### src/design/breakpoint_ramp_interpolator_top_assert.svh
// Assertion macros for the breakpoint ramp interpolator.
// Define NO_ASSERTIONS to compile them out.
`ifndef BREAKPOINT_RAMP_INTERPOLATOR_TOP_ASSERT_SVH
`define BREAKPOINT_RAMP_INTERPOLATOR_TOP_ASSERT_SVH

`ifndef NO_ASSERTIONS
`define BRK_ASSERT(name, prop, msg) \
  name: assert property (@(posedge clk_i) disable iff (!rst_ni) prop) else $error(msg);
`define BRK_ASSERT_NEVER(name, cond, msg) \
  name: assert property (@(posedge clk_i) disable iff (!rst_ni) !(cond)) else $error(msg);
`else
`define BRK_ASSERT(name, prop, msg)
`define BRK_ASSERT_NEVER(name, cond, msg)
`endif

`endif

### src/design/brk_pkg.sv
package brk_pkg;

  localparam int unsigned MaxKnots = 16;
  localparam int unsigned KnotAw   = $clog2(MaxKnots);
  localparam int unsigned CountW   = 5;
  localparam int unsigned FrameW   = 16;
  localparam int unsigned ValueW   = 32;
  localparam int unsigned IndexW   = 8;
  localparam int unsigned RefusalW = 16;
  localparam int unsigned ActionW  = 3;
  localparam int unsigned ProdW    = FrameW + ValueW + 1;
  localparam int unsigned MagW     = ProdW - 1;
  localparam int unsigned DivCntW  = $clog2(MagW + 1);

  typedef struct packed {
    logic [FrameW-1:0] frame;
    logic [ValueW-1:0] value;
  } knot_t;

  typedef enum logic [ActionW-1:0] {
    ActClear     = 3'd0,
    ActAdd       = 3'd1,
    ActSetSingle = 3'd2,
    ActQuery     = 3'd3,
    ActRead      = 3'd4
  } action_e;

  typedef enum logic [6:0] {
    StIdle  = 7'b0000001,
    StRead  = 7'b0000010,
    StScan  = 7'b0000100,
    StMul   = 7'b0001000,
    StDivGo = 7'b0010000,
    StDiv   = 7'b0100000,
    StEmit  = 7'b1000000
  } state_e;

endpackage

### src/design/brk_knot_mem.sv
module brk_knot_mem (
  input  logic                       clk_i,
  input  logic                       wr_en_i,
  input  logic [brk_pkg::KnotAw-1:0] wr_addr_i,
  input  brk_pkg::knot_t             wr_data_i,
  input  logic                       rd_en_i,
  input  logic [brk_pkg::KnotAw-1:0] rd_addr_i,
  output brk_pkg::knot_t             rd_data_o
);
  import brk_pkg::*;

  knot_t mem_q [MaxKnots];
  knot_t rd_data_q;

  always_ff @(posedge clk_i) begin
    if (wr_en_i) begin
      mem_q[wr_addr_i] <= wr_data_i;
    end
    if (rd_en_i) begin
      rd_data_q <= mem_q[rd_addr_i];
    end
  end

  assign rd_data_o = rd_data_q;

endmodule

### src/design/brk_div.sv
module brk_div (
  input  logic                     clk_i,
  input  logic                     rst_ni,
  input  logic                     start_i,
  input  logic [brk_pkg::MagW-1:0] dividend_i,
  input  logic [brk_pkg::FrameW-1:0] divisor_i,
  output logic                     done_o,
  output logic [brk_pkg::MagW-1:0] quotient_o
);
  import brk_pkg::*;

  logic               busy_q, busy_d;
  logic               done_q, done_d;
  logic [DivCntW-1:0] cnt_q, cnt_d;
  logic [MagW-1:0]    dq_q;
  logic [FrameW-1:0]  rem_q;
  logic [FrameW-1:0]  den_q;
  logic [FrameW:0]    trial;
  logic [FrameW:0]    diff;
  logic               ge;

  assign trial = {rem_q, dq_q[MagW-1]};
  assign ge    = trial >= {1'b0, den_q};
  assign diff  = trial - {1'b0, den_q};

  always_comb begin
    busy_d = busy_q;
    done_d = done_q;
    cnt_d  = cnt_q;
    if (start_i) begin
      busy_d = 1'b1;
      done_d = 1'b0;
      cnt_d  = DivCntW'(MagW);
    end else if (busy_q) begin
      cnt_d = cnt_q - DivCntW'(1);
      if (cnt_q == DivCntW'(1)) begin
        busy_d = 1'b0;
        done_d = 1'b1;
      end
    end
  end

  always_ff @(posedge clk_i or negedge rst_ni) begin
    if (!rst_ni) begin
      busy_q <= 1'b0;
      done_q <= 1'b0;
      cnt_q  <= '0;
    end else begin
      busy_q <= busy_d;
      done_q <= done_d;
      cnt_q  <= cnt_d;
    end
  end

  always_ff @(posedge clk_i) begin
    if (start_i) begin
      dq_q  <= dividend_i;
      rem_q <= '0;
      den_q <= divisor_i;
    end else if (busy_q) begin
      rem_q <= ge ? diff[FrameW-1:0] : trial[FrameW-1:0];
      dq_q  <= {dq_q[MagW-2:0], ge};
    end
  end

  assign done_o     = done_q;
  assign quotient_o = dq_q;

endmodule

### src/design/breakpoint_ramp_interpolator_top.sv
// Piecewise-linear envelope over a table of up to sixteen (frame, value) knots held in a
// single-port-read synchronous memory; values are signed Q16.16. One item is worked at a
// time and gives exactly one result. A query on a non-empty table scans it from its
// last knot downward, one knot per cycle through the memory read port; an interpolating
// query adds a multiply step and a bit-serial divider of 48 steps. Results wait in an
// output register.
`include "breakpoint_ramp_interpolator_top_assert.svh"

module breakpoint_ramp_interpolator_top (
  input  logic                          clk_i,
  input  logic                          rst_ni,
  input  logic                          in_valid_i,
  output logic                          in_stall_o,
  input  logic [brk_pkg::ActionW-1:0]   action_i,
  input  logic [brk_pkg::FrameW-1:0]    frame_i,
  input  logic signed [brk_pkg::ValueW-1:0] value_i,
  input  logic [brk_pkg::IndexW-1:0]    knot_index_i,
  output logic                          out_valid_o,
  input  logic                          out_stall_i,
  output logic signed [brk_pkg::ValueW-1:0] result_value_o,
  output logic [brk_pkg::FrameW-1:0]    result_frame_o,
  output logic                          accepted_o,
  output logic [brk_pkg::CountW-1:0]    knots_held_o,
  output logic [brk_pkg::RefusalW-1:0]  refusals_seen_o
);
  import brk_pkg::*;

  state_e              state_q, state_d;
  logic [CountW-1:0]   knot_total_q, knot_total_d;
  logic [RefusalW-1:0] refusal_total_q, refusal_total_d;
  logic [FrameW-1:0]   last_frame_q, last_frame_d;
  logic                out_valid_q, out_valid_d;

  logic [ValueW-1:0]   out_value_q;
  logic [FrameW-1:0]   out_frame_q;
  logic                out_acc_q;
  logic [CountW-1:0]   out_held_q;
  logic [RefusalW-1:0] out_refusals_q;
  logic                out_load;

  logic [ValueW-1:0]   res_value_q, res_value_d;
  logic [FrameW-1:0]   res_frame_q, res_frame_d;
  logic                res_acc_q, res_acc_d;
  logic [FrameW-1:0]   query_frame_q, query_frame_d;
  logic                read_ok_q, read_ok_d;
  logic [KnotAw-1:0]   scan_idx_q, scan_idx_d;
  logic                have_upper_q, have_upper_d;
  knot_t               upper_q, upper_d;
  logic [ValueW-1:0]   a_q, a_d;
  logic [FrameW-1:0]   dfr_q, dfr_d;
  logic signed [ValueW:0] dval_q, dval_d;
  logic [FrameW-1:0]   den_q, den_d;
  logic signed [ProdW-1:0] prod_q, prod_d;

  logic                mem_wr_en;
  logic [KnotAw-1:0]   mem_wr_addr;
  knot_t               mem_wr_data;
  logic                mem_rd_en;
  logic [KnotAw-1:0]   mem_rd_addr;
  knot_t               mem_rd_data;

  logic                div_start;
  logic                div_done;
  logic [MagW-1:0]     div_quotient;
  logic [ProdW-1:0]    prod_neg;
  logic [ValueW-1:0]   quo_signed;

  logic                in_accept;
  logic                table_full;
  logic [KnotAw-1:0]   last_idx;

  assign in_accept  = in_valid_i && (state_q == StIdle);
  assign in_stall_o = (state_q != StIdle);
  assign table_full = (knot_total_q >= CountW'(MaxKnots));
  assign last_idx   = KnotAw'(knot_total_q - CountW'(1));
  assign prod_neg   = ProdW'(0) - prod_q;
  assign quo_signed = prod_q[ProdW-1] ? (ValueW'(0) - div_quotient[ValueW-1:0])
                                      : div_quotient[ValueW-1:0];
  assign out_load   = (state_q == StEmit) && (!out_valid_q || !out_stall_i);

  brk_knot_mem u_mem (
    .clk_i     (clk_i),
    .wr_en_i   (mem_wr_en),
    .wr_addr_i (mem_wr_addr),
    .wr_data_i (mem_wr_data),
    .rd_en_i   (mem_rd_en),
    .rd_addr_i (mem_rd_addr),
    .rd_data_o (mem_rd_data)
  );

  brk_div u_div (
    .clk_i      (clk_i),
    .rst_ni     (rst_ni),
    .start_i    (div_start),
    .dividend_i (prod_q[ProdW-1] ? prod_neg[MagW-1:0] : prod_q[MagW-1:0]),
    .divisor_i  (den_q),
    .done_o     (div_done),
    .quotient_o (div_quotient)
  );

  always_comb begin
    state_d         = state_q;
    knot_total_d    = knot_total_q;
    refusal_total_d = refusal_total_q;
    last_frame_d    = last_frame_q;
    res_value_d     = res_value_q;
    res_frame_d     = res_frame_q;
    res_acc_d       = res_acc_q;
    query_frame_d   = query_frame_q;
    read_ok_d       = read_ok_q;
    scan_idx_d      = scan_idx_q;
    have_upper_d    = have_upper_q;
    upper_d         = upper_q;
    a_d             = a_q;
    dfr_d           = dfr_q;
    dval_d          = dval_q;
    den_d           = den_q;
    prod_d          = prod_q;
    mem_wr_en       = 1'b0;
    mem_wr_addr     = '0;
    mem_wr_data     = '0;
    mem_rd_en       = 1'b0;
    mem_rd_addr     = '0;
    div_start       = 1'b0;

    unique case (state_q)
      StIdle: begin
        if (in_accept) begin
          res_value_d   = '0;
          res_frame_d   = '0;
          res_acc_d     = 1'b0;
          query_frame_d = frame_i;
          state_d       = StEmit;
          unique case (action_i)
            ActClear: begin
              knot_total_d    = '0;
              refusal_total_d = '0;
            end
            ActAdd: begin
              if (table_full || (knot_total_q != '0 && frame_i < last_frame_q)) begin
                if (refusal_total_q != '1) begin
                  refusal_total_d = refusal_total_q + RefusalW'(1);
                end
              end else begin
                mem_wr_en    = 1'b1;
                mem_wr_addr  = knot_total_q[KnotAw-1:0];
                mem_wr_data  = {frame_i, value_i};
                knot_total_d = knot_total_q + CountW'(1);
                last_frame_d = frame_i;
                res_acc_d    = 1'b1;
              end
            end
            ActSetSingle: begin
              refusal_total_d = '0;
              knot_total_d    = CountW'(1);
              last_frame_d    = '0;
              mem_wr_en       = 1'b1;
              mem_wr_addr     = '0;
              mem_wr_data     = {FrameW'(0), value_i};
            end
            ActQuery: begin
              if (knot_total_q != '0) begin
                mem_rd_en    = 1'b1;
                mem_rd_addr  = last_idx;
                scan_idx_d   = last_idx;
                have_upper_d = 1'b0;
                state_d      = StScan;
              end
            end
            ActRead: begin
              read_ok_d   = IndexW'(knot_total_q) > knot_index_i;
              mem_rd_en   = 1'b1;
              mem_rd_addr = knot_index_i[KnotAw-1:0];
              state_d     = StRead;
            end
            default: begin
            end
          endcase
        end
      end
      StRead: begin
        if (read_ok_q) begin
          res_value_d = mem_rd_data.value;
          res_frame_d = mem_rd_data.frame;
        end
        state_d = StEmit;
      end
      StScan: begin
        if (mem_rd_data.frame <= query_frame_q) begin
          if (!have_upper_q) begin
            res_value_d = mem_rd_data.value;
            state_d     = StEmit;
          end else if (upper_q.frame <= mem_rd_data.frame) begin
            res_value_d = upper_q.value;
            state_d     = StEmit;
          end else begin
            a_d     = mem_rd_data.value;
            dfr_d   = query_frame_q - mem_rd_data.frame;
            dval_d  = $signed({upper_q.value[ValueW-1], upper_q.value})
                    - $signed({mem_rd_data.value[ValueW-1], mem_rd_data.value});
            den_d   = upper_q.frame - mem_rd_data.frame;
            state_d = StMul;
          end
        end else if (scan_idx_q == '0) begin
          res_value_d = mem_rd_data.value;
          state_d     = StEmit;
        end else begin
          upper_d      = mem_rd_data;
          have_upper_d = 1'b1;
          scan_idx_d   = scan_idx_q - KnotAw'(1);
          mem_rd_en    = 1'b1;
          mem_rd_addr  = scan_idx_q - KnotAw'(1);
        end
      end
      StMul: begin
        prod_d  = $signed({1'b0, dfr_q}) * dval_q;
        state_d = StDivGo;
      end
      StDivGo: begin
        div_start = 1'b1;
        state_d   = StDiv;
      end
      StDiv: begin
        if (div_done) begin
          res_value_d = a_q + quo_signed;
          state_d     = StEmit;
        end
      end
      StEmit: begin
        if (out_load) begin
          state_d = StIdle;
        end
      end
      default: begin
        state_d = StIdle;
      end
    endcase
  end

  always_comb begin
    out_valid_d = out_valid_q;
    if (out_load) begin
      out_valid_d = 1'b1;
    end else if (!out_stall_i) begin
      out_valid_d = 1'b0;
    end
  end

  always_ff @(posedge clk_i or negedge rst_ni) begin
    if (!rst_ni) begin
      state_q         <= StIdle;
      knot_total_q    <= '0;
      refusal_total_q <= '0;
      out_valid_q     <= 1'b0;
    end else begin
      state_q         <= state_d;
      knot_total_q    <= knot_total_d;
      refusal_total_q <= refusal_total_d;
      out_valid_q     <= out_valid_d;
    end
  end

  always_ff @(posedge clk_i) begin
    last_frame_q  <= last_frame_d;
    res_value_q   <= res_value_d;
    res_frame_q   <= res_frame_d;
    res_acc_q     <= res_acc_d;
    query_frame_q <= query_frame_d;
    read_ok_q     <= read_ok_d;
    scan_idx_q    <= scan_idx_d;
    have_upper_q  <= have_upper_d;
    upper_q       <= upper_d;
    a_q           <= a_d;
    dfr_q         <= dfr_d;
    dval_q        <= dval_d;
    den_q         <= den_d;
    prod_q        <= prod_d;
    if (out_load) begin
      out_value_q    <= res_value_q;
      out_frame_q    <= res_frame_q;
      out_acc_q      <= res_acc_q;
      out_held_q     <= knot_total_q;
      out_refusals_q <= refusal_total_q;
    end
  end

  assign out_valid_o     = out_valid_q;
  assign result_value_o  = out_value_q;
  assign result_frame_o  = out_frame_q;
  assign accepted_o      = out_acc_q;
  assign knots_held_o    = out_held_q;
  assign refusals_seen_o = out_refusals_q;

  `BRK_ASSERT_NEVER(a_total_bound, knot_total_q > CountW'(MaxKnots), "knot count exceeds table size")
  `BRK_ASSERT(a_full_refuses, (in_accept && action_i == ActAdd && table_full) |=> (knot_total_q == CountW'(MaxKnots) && refusal_total_q != '0), "add to full table was not refused")
  `BRK_ASSERT_NEVER(a_scan_nonempty, state_q == StScan && knot_total_q == '0, "scan runs on an empty table")
  `BRK_ASSERT(a_div_start_ctx, (state_q == StDivGo) |-> (den_q != '0), "interpolation divisor is zero")

endmodule

### config.mk
export PLATFORM = sky130hd
export DESIGN_NAME = breakpoint_ramp_interpolator_top
export DESIGN_NICKNAME = d
export VERILOG_FILES = /design/src/design/brk_pkg.sv /design/src/design/brk_knot_mem.sv /design/src/design/brk_div.sv /design/src/design/breakpoint_ramp_interpolator_top.sv
export VERILOG_INCLUDE_DIRS = /design/src /design/src/design
export SDC_FILE = /design/constraint.sdc
export NUM_CORES = 2
export LEC_CHECK = 0
export ABC_AREA = 1
export BUFFER_PORTS_ARGS = -buffer_cell sky130_fd_sc_hd__buf_2
export CAP_MARGIN = 10
export CORE_MARGIN = 10
export CORE_UTILIZATION = 40
export DETAILED_ROUTE_END_ITERATION = 8
export SETUP_SLACK_MARGIN = 0.1
export SKIP_CTS_REPAIR_TIMING = 1
export SKIP_LAST_GASP = 1
export SLEW_MARGIN = 20
export SYNTH_ARGS = -nofsm -noshare
export SYNTH_HDL_FRONTEND = slang
export SYNTH_SLANG_ARGS = --single-unit
### constraint.sdc
create_clock -name clk_i -period 34.6 [get_ports clk_i]
set_clock_uncertainty 0.2 [all_clocks]
set_input_delay 3.46 -clock clk_i [delete_from_list [all_inputs] [get_ports clk_i]]
set_output_delay 3.46 -clock clk_i [all_outputs]
set_load 0.005 [all_outputs]
## Word level (Yosys, flattened, before mapping)

Memory sizes are Yosys's and may differ from the RTL's. A register that Yosys moved wholly into a read port is not among the register bits.
Cells that the tools add are included.

- Register bits: 468
- Memory bits (writable): 768
- Bits of input ports: 63
- Output and inout port bits: 72
- Logic and storage cells: 194
- Memories: 1

- Add/sub/neg operators: 12
- $mul: 1
- Order comparisons: 6
- Equal/unequal tests: 28
- Mux-type cells: 82
- Bitwise gates (word level): 3
- Reductions and logical operators: 31

Memories:

| name | depth | bits a word | read ports | clocked after Yosys merged registers in | wr ports | RTL line | RTL |
|---|---|---|---|---|---|---|---|
| u_mem.mem_q | 16 | 48 | 1 | 1 | 1 | brk_knot_mem.sv:12 | `knot_t mem_q [MaxKnots];` |

Operator list:

| operator | number |
|---|---|
| $mux W48 | 6 |
| $mux W32 | 8 |
| $pmux W32 S4 | 1 |
| $mux W16 | 6 |
| $pmux W16 S2 | 3 |
| $pmux W48 S2 | 1 |
| $mux W7 | 8 |
| $mux W4 | 13 |
| $mul A17 B33 Y49 | 1 |
| $pmux W7 S7 | 1 |
| $sub A1 B48 Y48 const A | 1 |
| $sub A16 B16 Y16 | 3 |
| $sub A32 B32 Y33 | 1 |
| $add A32 B32 Y32 | 1 |
| $le A16 B16 Y1 | 2 |
| $sub A1 B32 Y32 const A | 1 |
| $pmux W4 S2 | 3 |
| $mux W1 | 23 |
| $ge A17 B16 Y1 | 1 |
| $add A16 B1 Y16 const B | 1 |
| $lt A16 B16 Y1 | 1 |
| $ne A16 B16 Y1 const B | 1 |
| $ne A2 B2 Y1 const B | 8 |
| $reduce_and A4 Y1 | 4 |
| other kinds (40) | 64 |

## Longest topological paths before layout

- Word-level depth: 9
- Depth in mapped cells: 28
- Mapped depth without buffers: 26

## Hierarchy

A second synthesis with hierarchy kept.

- Cells, all modules: 9077
- Area, all modules: 81824.7 µm²

By module, submodules not included:

| module | times used | cells an instance | area each (µm²) | seq. area each (µm²) |
|---|---|---|---|---|
| breakpoint_ramp_interpolator_top | 1 | 5329 | 42630.9 | 11267.1 |
| brk_knot_mem | 1 | 3165 | 34469.3 | 24503.5 |
| brk_div | 1 | 583 | 4724.5 | 2442.3 |

## Worst setup path before layout

No wires, ideal clock.

- Path kind: flip-flop to flip-flop
- Start point: reg, netlist name u_mem.rd_data_o[32]
- End point: reg res_value_q[0] (enable)
- Library setup time: 1.257 ns
- Data arrival time: 12.658 ns
- Required time: 33.143 ns
- Slack: 20.485 ns
- Cell stages (with the launch flop): 9
- Buffers on the path: 0
- Clock period less this slack: 14.115 ns
- Cell sequence: edfxtp_1 ha_1 fa_1 o21ai_0 a21oi_1 o21ai_0 nand3_1 nor3_1 nor4_1

- Longest elaborated chain between the ends: 3
- Elaborated cells on any way between the ends: 5
- Those cells by class: 2 x order compare; 2 x eq/ne; 1 x reduce/logical

Ends and longest elaborated chain:

| what | RTL line | RTL |
|---|---|---|
| $le A16 B16 Y1, on equally long branches | breakpoint_ramp_interpolator_top.sv:189, breakpoint_ramp_interpolator_top.sv:193 |  |
| $ne A4 B4 Y1 (no line) / $ne A3 B3 Y1 (equally long branches) | - |  |
| $reduce_and A6 Y1 (no line) * | - |  |
| end signal, assigned | breakpoint_ramp_interpolator_top.sv:265 | `res_value_q <= res_value_d;` |
| end, declared | breakpoint_ramp_interpolator_top.sv:41 | `logic [ValueW-1:0] res_value_q, res_value_d;` |

Every way passes the cells marked *; elsewhere a longest branch is shown, timed or not.
A chain may end at the register's enable or synchronous reset.

## Worst setup path in the final report

- Start point: reg dval_q[21]
- End point: reg prod_q[34], data pin

- Longest elaborated chain between the ends: 1

Ends and longest elaborated chain:

| what | RTL line | RTL |
|---|---|---|
| start, declared | breakpoint_ramp_interpolator_top.sv:51 | `logic signed [ValueW:0] dval_q, dval_d;` |
| start signal, assigned | breakpoint_ramp_interpolator_top.sv:275 | `dval_q <= dval_d;` |
| $mul A17 B33 Y49 | breakpoint_ramp_interpolator_top.sv:216 | `prod_d = $signed({1'b0, dfr_q}) * dval_q;` |
| end signal, assigned | breakpoint_ramp_interpolator_top.sv:277 | `prod_q <= prod_d;` |
| end, declared | breakpoint_ramp_interpolator_top.sv:53 | `logic signed [ProdW-1:0] prod_q, prod_d;` |

No other way between the ends.

==> results.sh <==
export IMPL_hold_viol=0
export IMPL_syn_inst=8511
export IMPL_drtPass1Iterations=6
export IMPL_place_area_mm2=0.0838
export IMPL_timing_rr_end="prod_q[34]"
export IMPL_relSlewSlack_pct=22.4
export IMPL_p_sw_mw=1.12
export IMPL_rrSetupSlack_ns=27.54
export IMPL_ir_worst_vdd_uv=47.0
export IMPL_critical_path_arrival_ns=7.40
export IMPL_viasPerCell=5.22
export IMPL_synth_ff_latch_count=1284
export IMPL_fin_cells=11262
export IMPL_grt_pass1_vias=58855
export IMPL_dp_cells=11001
export IMPL_cp_end_kind="flip-flop"
export IMPL_core_area_mm2=0.200
export IMPL_multiInputGateArea_mm2=0.0339
export IMPL_fmaxAchievable_mhz=142
export IMPL_clockBufferDepth=3
export IMPL_cp_common_cell="fa_1"
export IMPL_numPortBuffers=134
export IMPL_power_frac_clock_pct=37.6
export IMPL_critPathTopFamily="adder cells"
export IMPL_p_per_area_mw_per_mm2=44.7
export IMPL_r2r_start="dval_q[21]"
export IMPL_cpPeakStageDelay_ns=1.10
export IMPL_worstRegToRegCells=21
export IMPL_startpoint_type="flip-flop"
export IMPL_p_sw_share_pct=28.3
export IMPL_clk_pin_slew_ns=0.06
export IMPL_gp_congestion=0.911
export IMPL_grt_max_degree=211
export IMPL_cts_made_buffers=140
export IMPL_holdWs_ns=0.210
export IMPL_antenna_found_initial=10
export IMPL_drive_gt1_share_pct=6.04
export IMPL_drt_iter0_drc=5330
export IMPL_synth_enable_flop_cells=1231
export IMPL_worstMarginPinSlew_ns=1.16
export IMPL_final_util_pct=44.2
export IMPL_cts_root_buffer_cell="clkbuf_16"
export IMPL_synth_area_mm2=0.0808
export IMPL_fp_dieH_um=469
export IMPL_final_common_cell="inv_1"
export IMPL_fp_dieW_um=469
export IMPL_syn_to_final_growth_pct=9.49
export IMPL_path_max_fanout=16
export IMPL_fin_nets=9312
export IMPL_design_area_mm2=0.0885
export IMPL_fin_ws_ns=27.54
export IMPL_synth_seq_area_share_pct=47.3
export IMPL_finalSetupTns_ns=0
export IMPL_combPwrFrac_pct=14.7
export IMPL_ant_nets=0
export IMPL_critPathKind="reg -> reg"
export IMPL_path_cells="nand2_1 -> fa_1 -> fa_1 -> fa_1 -> inv_1 -> fa_1 -> fa_1 -> inv_1 -> fa_1 -> inv_1 -> ha_1 -> nand2_1 -> nor2_1 -> inv_1 -> nor2_1 -> inv_1 -> nor4_1 -> nand2_1 -> nand3_1 -> a21oi_1 -> xnor2_1"
export IMPL_grt_pass1_wl_um=361000
export IMPL_synth_distinct_cells=58
export IMPL_power_internal_mw=2.84
export IMPL_start_util_pct=40.4
export IMPL_yosysWarnings=0
export IMPL_cts_sinks=1284
export IMPL_setup_viol=0
export IMPL_min_path_type="reg -> reg"
export IMPL_die_area_mm2=0.220
export IMPL_rsz0062_at_grt="false"
export IMPL_cp_required_ns=34.94
export IMPL_ys_flop_type="edfxtp_1"
export IMPL_critPathSlowestCell="edfxtp_1"
export IMPL_wl_per_cell_um=21.1
export IMPL_min_period_ns=7.06
export IMPL_report_final_slew_viol_count=0
export IMPL_place_ws_ns=26.63
export IMPL_ys_async_sr_fraction_pct=2.88
export IMPL_grt_ovfl_total=0
export IMPL_rows=164
export IMPL_outcome="finished clean"
export IMPL_synth_nets=9334
export IMPL_worstHoldPathCells=0
export IMPL_dr_total_vias=58754
export IMPL_p_total_mw=3.95
export IMPL_crit_buf_inv=5
export IMPL_cts_tree="built"
export IMPL_hp_start="res_value_q[3]"
export IMPL_wl_um=237000
export IMPL_htreeDepth=4
export IMPL_nFillCells=19271
export IMPL_grt_total_usage_pct=21.1
export IMPL_cap_violations=0
export IMPL_ios=135
export IMPL_drc=0
export IMPL_final_cell_mix="inv_1 (1,864), nand2_1 (1,633), edfxtp_1 (1,231)"
export IMPL_cellLeakagePower_nw=40.0
export IMPL_syn_avg_cell_area_um2=9.50
export IMPL_clkLatencyLatePin_ns=0.80
export IMPL_min_to="result_value_o[3]"
export IMPL_place_hpwl_um=158000
export IMPL_period_share_pct=20.4
export IMPL_seq_area_mm2=0.0382
export IMPL_seqPwrFrac_pct=47.7
how the worst max path moves through the flow:
stage               cells after the start             endpoint                start  slack (ns)
finish                                 21           prod_q[34]           dval_q[21]       27.54
global route                           22           prod_q[47]           dval_q[17]       27.14
CTS                                    12  u_mem.rd_data_o[28]          action_i[2]       27.43
detailed placement                     12  u_mem.rd_data_o[17]          action_i[2]       26.63
global placement                       12  u_mem.rd_data_o[17]          action_i[2]       26.72
floorplan                               8       res_value_q[0]  u_mem.rd_data_o[32]       20.48
layer usage:
metal / vias up / track usage (%) / wire [um]
met4: 4 / 6.76 / 7980
met3: 463 / 3.65 / 17100
met5: - / 0 / 27
met1: 29041 / 28.4 / 102000
li1: 27132 / - / -
met2: 2114 / 34.4 / 110000
worst register-to-register path, stage by stage (launching register included):
cell	delay, ns
edfxtp_1	1.10
nand2_1	0.20
fa_1	0.51
fa_1	0.54
fa_1	0.52
inv_1	0.05
fa_1	0.52
fa_1	0.54
inv_1	0.07
fa_1	0.49
inv_1	0.06
ha_1	0.39
nand2_1	0.13
nor2_1	0.22
inv_1	0.09
nor2_1	0.17
inv_1	0.05
nor4_1	0.35
nand2_1	0.10
nand3_1	0.13
a21oi_1	0.09
xnor2_1	0.29
cell usage after synthesis, types with 25 or more instances:
master | instances | area (um2)
a21oi_1 | 211 | 1060
buf_2 | 142 | 711
buf_4 | 36 | 270
clkbuf_1 | 185 | 694
dfrtp_1 | 36 | 901
edfxtp_1 | 1231 | 37000
fa_1 | 503 | 10100
ha_1 | 257 | 3220
inv_1 | 1867 | 7010
nand2_1 | 1636 | 6140
nand3_1 | 1021 | 5110
nand3b_1 | 221 | 1660
nand4_1 | 44 | 275
nor2_1 | 351 | 1320
nor3_1 | 60 | 300
o21ai_0 | 231 | 1160
o21bai_1 | 25 | 188
xnor2_1 | 59 | 517
xor2_1 | 130 | 1140
final cells by class:
type / instances / share of cell area, %
well taps: 2656 / 3.76
multi-input cells: 4958 / 38.3
diodes: 3 / 0.00848
clock buffers: 170 / 4.16
flip-flops and latches: 1284 / 43.2
inverters: 1884 / 8.00
clock inverters: 86 / 0.994
repair buffers: 221 / 1.57
registers in the layout (all words and copies together), names as in the netlist, 4 cells and up:
| signal | flops |
|---|---|
| a_q | 32 |
| knot_total_q | 5 |
| result_frame_o | 16 |
| res_frame_q | 16 |
| result_value_o | 32 |
| u_div.quotient_o | 48 |
| u_div.rem_q | 16 |
| upper_q | 48 |
| refusals_seen_o | 16 |
| res_value_q | 32 |
| u_div.cnt_q | 6 |
| u_mem.mem_q | 768 |
| dfr_q | 16 |
| scan_idx_q | 4 |
| knots_held_o | 5 |
| state_q | 7 |
| u_div.den_q | 16 |
| last_frame_q | 16 |
| dval_q | 33 |
| u_mem.rd_data_o | 48 |
| den_q | 16 |
| query_frame_q | 16 |
| refusal_total_q | 16 |
| prod_q | 49 |
power by group through the flow:
stage	Sequential [mW]	Combinational (mW)	Clock [mW]
final	1.89	0.583	1.48
after global routing	1.89	0.647	1.58
after CTS	1.88	0.584	1.51
after detailed placement	1.92	0.578	0
after global placement	1.92	0.574	0
after floorplan	1.88	0.371	0
cells by family after synthesis:
kind of cell,Yosys count,share of synthesized area [%]
flip-flops,1284,47.3
AO/OA/AOI/OAI,617,4.35
adder cells (fa/ha/maj),760,16.4
buffers and inverters,2269,11.1
XOR/XNOR,189,2.05
AND/OR/NAND/NOR,3392,18.8
Power figures use the tool's default switching activity.
